### src/rlsh_ram.sv
`timescale 1ns / 1ps
// ----------------------------------------------------------------------------
// Generic simple dual-port RAM
// One write port and one read port with a registered read.
// ----------------------------------------------------------------------------
module rlsh_ram #(
  parameter int WIDTH = 8,
  parameter int DEPTH = 16
) (
  input  logic                     clk,
  input  logic                     we,
  input  logic [$clog2(DEPTH)-1:0] waddr,
  input  logic [WIDTH-1:0]         wdata,
  input  logic [$clog2(DEPTH)-1:0] raddr,
  output logic [WIDTH-1:0]         rdata
);

  logic [WIDTH-1:0] mem [DEPTH];

  always_ff @(posedge clk) begin
    if (we) begin
      mem[waddr] <= wdata;
    end
    rdata <= mem[raddr];
  end

endmodule

### config.mk
export PLATFORM = sky130hd
export DESIGN_NAME = rlsh_ram
export DESIGN_NICKNAME = d
export VERILOG_FILES = /design/src/rlsh_ram.sv
export SDC_FILE = /design/constraint.sdc
export NUM_CORES = 1
export LEC_CHECK = 0
export BUFFER_PORTS_ARGS = -buffer_cell sky130_fd_sc_hd__buf_2
export CELL_PAD_IN_SITES_DETAIL_PLACEMENT = 0
export CELL_PAD_IN_SITES_GLOBAL_PLACEMENT = 1
export CORE_UTILIZATION = 50
export CTS_BUF_LIST = sky130_fd_sc_hd__clkbuf_4
export CTS_CLUSTER_DIAMETER = 80
export DETAILED_ROUTE_END_ITERATION = 12
export GPL_TIMING_DRIVEN = 1
export MAX_ROUTING_LAYER = met4
export PLACE_DENSITY_LB_ADDON = 0.1
export SKIP_LAST_GASP = 1
export SLEW_MARGIN = 10
export SYNTH_ARGS = -nofsm -noshare
export SYNTH_HDL_FRONTEND = slang
export SYNTH_SLANG_ARGS = --single-unit
### constraint.sdc
create_clock -name clk -period 2.55 [get_ports clk]
set_input_delay 0.51 -clock clk [delete_from_list [all_inputs] [get_ports clk]]
set_output_delay 0.51 -clock clk [all_outputs]
set_load 0.05 [all_outputs]
==> results_dict.tcl, run 1 <==
set metrics [dict create \
    synth_seq_cells 136 \
    syn_area_per_cell_um2 22.5 \
    hold-worst-slack_ns 0.396 \
    grt_pass1_vias 2359 \
    synth_compound_area_share_pct 2.33 \
    cts.htree.levels 4 \
    ys_seq_area_share_pct 77.8 \
    die_x_um 103 \
    cp_top_family "flip-flops" \
    die_h_um 103 \
    p_leak_nw 1.95 \
    hold_depth 1 \
    worst-path-max-fanout 1 \
    rsz0062_at_grt "no" \
    required_ns 2.04 \
    cap_viol_max_count 0 \
    cts_tree "done" \
    drt_pass1_iterations 4 \
    synth_cell_types 19 \
    synth_area_leader_cell "edfxtp_1" \
    gp_congestion 0.761 \
    clkLatencyLatePin_ns 0.49 \
    track_usage_pct 20.3 \
    core_mm2 0.00986 \
    finalNetCount 302 \
    grt_pass1_wl_um 14100 \
    grt_use_met2_pct 29.0 \
    min_to "mem[15][4]" \
    synthAdderAreaFrac_pct 0 \
    worst_pin_slew_ns 0.637 \
    wl_per_cell_um 21.5 \
    pin_count 26 \
    worstSetupEndpointType "output port" \
    p_total_mw 4.12 \
    syn_area_mm2 0.00515 \
    async_flop_share_pct 0 \
    slowest_stage "dfxtp_1" \
    maxSlewViolCount 0 \
    initial_core_util_pct 52.2 \
    clk_pin_slew_ns 0.12 \
    use_met1_pct 29.4 \
    area_delta_synth_final_pct 13.0 \
    peakVddDrop_mv 0.340 \
    setup_viol 0 \
    dr.first_iter.drc_count 98 \
    synth_common_cells "128 x edfxtp_1, 18 x mux4_2, 16 x a22oi_1, 14 x mux4_1, 13 x nor2_1" \
    viasPerCell 5.53 \
    hold_viol 0 \
    worstSetupPathType "register to output port" \
    post_synth_xor_area_fraction_pct 0 \
    dp_hpwl_um 6050 \
    cts_made_buffers 17 \
    ys.flop_type "edfxtp_1" \
    yosysTopAreaCellShare_pct 74.7 \
    yosysWarningCount 0 \
    run_status "finished, final reports clean" \
    setup.worst_path.start_class "register" \
    synthCells 229 \
    antennaDiodeCount 0 \
    ctsHoldBuffers 0 \
    yosysMostFrequentCell "edfxtp_1" \
    final_cell_area_mm2 0.00582 \
    fin_crit_ns 1.64 \
    dr_total_vias 2377 \
    ant_nets 0 \
    relSlewSlack_pct 57.4 \
    cts_resized 0 \
    rr_worst_depth 3 \
    cts_max_path_buffers 2 \
    rows 36 \
    synth.area.mux_share_pct 15.0 \
    busiest_layer "met1" \
    drive_above_1_share_pct 32.3 \
    rr_startpoint "mem[10][3]" \
    r2r_slack_ns 1.14 \
    synth_area_leaders "edfxtp_1 75%, mux4_2 7.9%, mux4_1 7.1%" \
    worst-path-buf-inv 1 \
    tns_ns 0 \
    overflow 0 \
    r2r-end "rdata[3]" \
    synth_edf_count 128 \
    synth_top_family_by_area "multiplexers" \
    fp.dieArea_mm2 0.0107 \
    grt_start_max_net_pins 33 \
    cts_setup_buffers 0 \
    worstHoldStart "wdata[4]" \
    cp_slowest_stage_delay_ns 0.37 \
    cp_cell_sequence "buf_2" \
    syn_nets 247 \
    fmax_ghz 0.609 \
    placed_area_mm2 0.00554 \
    port_buffers 25 \
    worstPathArrival_ns 1.13 \
    antenna_found_initial 0 \
    skew_ns 0.0193 \
    cts.sinks 136 \
    met3_usage_pct 4.84 \
    drt-total-wl_um 9240 \
    drt_drc_violations_left 0 \
    fin_crit_sh_pct 64.4 \
    p_per_area_mw_per_mm2 708 \
    root_buffer "clkbuf_4" \
    worstHoldPathType "primary input to register" \
    synth-simple-area-share_pct 3.18 \
]
-- where the power goes --
part | switching, mW | internal [mW] | total, mW
Combinational | 0.178 | 0.102 | 0.279
Clock | 0.750 | 0.582 | 1.33
Sequential | 0.0156 | 2.49 | 2.51
-- layer usage --
metal	vias to the layer above	routed length, µm	part of all wire [%]
met5	-	0	0
met4	0	78	0.84
met3	9	432	4.7
met2	58	4400	48
met1	1226	4330	47
li1	1084	-	-
-- stage by stage --
stage               utilization [%]  cells  setup WS (ns)
finish                         59.0    430          0.908
global route                   59.0    430          0.821
CTS                            59.0    430          0.860
detailed placement             56.1    398          0.527
global placement               56.1    398          0.528
floorplan                         -    229          0.547
-- cells in the final DEF (no fill, tap or decap), drive strengths merged --
| cell | Yosys | final |
|---|---|---|
| and2 | 1 | 1 |
| clkinv | 0 | 7 |
| clkbuf | 0 | 17 |
| nor2b | 1 | 1 |
| nor2 | 13 | 13 |
| nand2 | 9 | 9 |
| or3b | 1 | 1 |
| nor3 | 4 | 4 |
| edfxtp | 128 | 128 |
| clkinvlp | 0 | 5 |
| mux4 | 32 | 32 |
| nand3b | 2 | 2 |
| bufinv | 0 | 2 |
| nand3 | 1 | 1 |
| buf | 7 | 46 |
| and2b | 1 | 1 |
| inv | 0 | 1 |
| nand2b | 2 | 2 |
| dfxtp | 8 | 8 |
| a22oi | 16 | 16 |
-- how the worst max path moves through the flow --
stage              from        end  slack [ns]  cells past startpoint
6_report       rdata[3]   rdata[3]        0.91                      1
5_1_grt        rdata[6]   rdata[6]        0.82                      1
4_1_cts        rdata[6]   rdata[6]        0.86                      1
3_5_place_dp   raddr[0]   rdata[3]        0.53                      5
3_3_place_gp   raddr[0]   rdata[3]        0.53                      5
2_1_floorplan  waddr[2]  mem[0][0]        0.55                      2
-- cells by family (layout without fill, tap and decap cells) --
family / Yosys count / count (layout)
multiplexers: 32 / 32
AO/OA/AOI/OAI: 16 / 16
buffers and inverters: 10 / 78
AND/OR/NAND/NOR: 35 / 35
flip-flops: 136 / 136
-- cell type report --
cell class / instances / area, µm²
Sequential cell: 136 / 4000
Timing Repair Buffer: 46 / 308
Clock inverter: 15 / 155
Multi-Input combinational cell: 83 / 1060
Fill cell: 735 / 4050
Tap cell: 133 / 166
Clock buffer: 17 / 128
-- flip-flops by register name, indices dropped and copies added (netlist names) --
signal,flops
rdata,8
mem,128
Note: power is estimated with default switching activity, not from simulation.
==> inputs of run 2 (changes only) <==
Settings changed: ABC_AREA from default to 1, CORE_UTILIZATION 50 to 46.
Clock period 2.55 ns to 1.4 ns, I/O delays scaled along.
==> run 2 against run 1 <==
Critical path depth is the same; hold slack worse by 0.25 ns; combinational power increased to 2.6 times the previous value; largest cell class unchanged; largest power group unchanged.
==> results_dict.tcl, run 2 <==
set metrics [dict create \
    run_status "finished, final reports clean" \
    synth_seq_cells 136 \
    fin_crit_sh_pct 96.3 \
    viasPerCell 4.76 \
    clkLatencyLatePin_ns 0.54 \
    pin_count 26 \
    yosysWarningCount 0 \
    drt_pass1_iterations 6 \
    drt-total-wl_um 13100 \
    dr_total_vias 3762 \
    grt_pass1_vias 3727 \
    regMostFlops "mem" \
    clk_pin_slew_ns 0.12 \
    cap_viol_max_count 0 \
    area_delta_synth_final_pct 15.4 \
    hold-worst-slack_ns 0.147 \
    synth_cell_types 12 \
    setup.worst_path.start_class "register" \
    die_x_um 114 \
    slowest_stage "dfxtp_2" \
    relSlewSlack_pct 73.8 \
    antennaDiodeCount 0 \
    worst-path-buf-inv 1 \
    cp_slowest_stage_delay_ns 0.37 \
    ys.flop_type "edfxtp_1" \
    worstSetupEndpointType "output port" \
    drive_above_1_share_pct 15.6 \
    fin_crit_ns 1.35 \
    cp_top_family "flip-flops" \
    synth_area_leader_cell "edfxtp_1" \
    final_cell_mix "173 x nand2_1, 128 x edfxtp_1, 100 x inv_1, 97 x nand3_1, 33 x buf_4" \
    die_h_um 114 \
    syn_area_mm2 0.00577 \
    overflow 0 \
    synthCells 551 \
    r2r_slack_ns 0.38 \
    synth_area_leaders "edfxtp_1 67%, nand2_1 11%, nand3_1 8.4%" \
    final_common_cell "nand2_1" \
    grt_start_max_net_pins 45 \
    largest_register_ff_count 128 \
    rr_worst_depth 6 \
    setup_viol 0 \
    rsz0062_at_grt "no" \
    detailedPlace.worstSlack_ns -0.0292 \
    dp_hpwl_um 8700 \
    worstHoldStart "wdata[3]" \
    cp_cell_sequence "buf_6" \
    fp.dieArea_mm2 0.0130 \
    finalNetCount 627 \
    syn_nets 569 \
    grt_pass1_wl_um 20300 \
    port_buffers 25 \
    fmax_ghz 0.742 \
    rows 40 \
    synth_edf_count 128 \
    drt_drc_violations_left 0 \
    required_ns 1.12 \
    core_mm2 0.0121 \
    maxSlewViolCount 0 \
    ctsHoldBuffers 0 \
    yosysTopAreaCellShare_pct 66.7 \
    r2r-end "rdata[2]" \
    ys_seq_area_share_pct 69.4 \
    async_flop_share_pct 0 \
    cts.sinks 136 \
    track_usage_pct 22.8 \
    dr.first_iter.drc_count 259 \
    cts_made_buffers 17 \
    fillers 1129 \
    ant_nets 0 \
    worst-path-max-fanout 1 \
    wl_per_cell_um 16.6 \
    peakVddDrop_mv 0.580 \
    syn_area_per_cell_um2 10.5 \
    seqCellArea_mm2 0.00401 \
    root_buffer "clkbuf_4" \
    synth_common_cells "173 x nand2_1, 128 x edfxtp_1, 100 x inv_1, 97 x nand3_1, 17 x nor2_1" \
    p_leak_nw 2.91 \
    yosysMostFrequentCell "nand2_1" \
    worstSetupPathType "register to output port" \
    gp_congestion 0.874 \
    reg_top3 "mem: 128 flops, rdata: 8 flops" \
    hold_depth 1 \
    rr_startpoint "mem[5][2]" \
    worst_slack_ns 0.0524 \
    p_total_mw 8.11 \
    min_to "mem[6][3]" \
    initial_core_util_pct 47.6 \
    multi_input_area_mm2 0.00121 \
    hold_viol 0 \
    cts_tree "done" \
    cts.htree.levels 4 \
    p_per_area_mw_per_mm2 1220 \
    worstHoldPathType "primary input to register" \
    worstPathArrival_ns 1.07 \
    worst_pin_slew_ns 0.393 \
    antenna_found_initial 0 \
    cts_max_path_buffers 2 \
    skew_ns 0.0150 \
]
==> run 2: routing by layer <==
| layer | wire length [µm] | GRT usage [%] | share of wire, % |
|---|---|---|---|
| met5 | 0 | - | 0 |
| met4 | 225 | 7.79 | 1.7 |
| met3 | 573 | 4.78 | 4.4 |
| met2 | 6460 | 37.4 | 49 |
| met1 | 5820 | 28.2 | 44 |
==> run 2: through the flow <==
stage / instance area [µm²] / std cells / setup TNS (ns) / utilization [%]
floorplan: 5770 / 551 / 0 / -
global placement: 6280 / 758 / -0.0173 / 51.9
detailed placement: 6280 / 758 / -0.0292 / 51.9
CTS: 6630 / 790 / -0.0404 / 54.8
global route: 6650 / 790 / 0 / 54.9
finish: 6650 / 790 / 0 / 54.9
==> run 2: cell families (layout without fill, tap and decap cells) <==
family / count (synthesis) / after routing / synth area share [%]
simple gates: 289 / 289 / 21.0
flops: 136 / 136 / 69.4
buf+inv: 126 / 197 / 9.52
==> run 2: worst max-delay path by stage <==
stage	slack [ns]	to	depth (start not counted)	from
2_1_floorplan	0.17	mem[10][0]	2	waddr[2]
3_3_place_gp	-0.02	rdata[0]	9	raddr[0]
3_5_place_dp	-0.03	rdata[0]	9	raddr[0]
4_1_cts	-0.04	rdata[2]	1	rdata[2]
5_1_grt	0.009	rdata[7]	1	rdata[7]
6_report	0.05	rdata[1]	1	rdata[1]
==> run 2: area by class of cell <==
cell class / count / share of cell area, %
Clock buffer: 18 / 2.03
Clock inverter: 14 / 2.71
Inverter: 102 / 5.75
Multi-Input combinational cell: 289 / 18.2
Sequential cell: 136 / 60.2
Tap cell: 168 / 3.16
Timing Repair Buffer: 63 / 7.86
==> run 2: where the power goes <==
part           switching (mW)  leakage (nW)  internal, mW  total [mW]
Sequential             0.0364          1.22          4.55        4.58
Clock                    1.38         0.159          1.42        2.80
Combinational           0.486          1.52         0.238       0.724
Total                    1.91          2.91          6.20        8.11
==> run 2: what timing repair did <==
action,CTS,global route
setup buffers,0,0
gates cloned,0,0
hold endpoints to repair,0,0
pin swaps,0,0
resized for setup,13,7
endpoints found under the setup margin,8,6
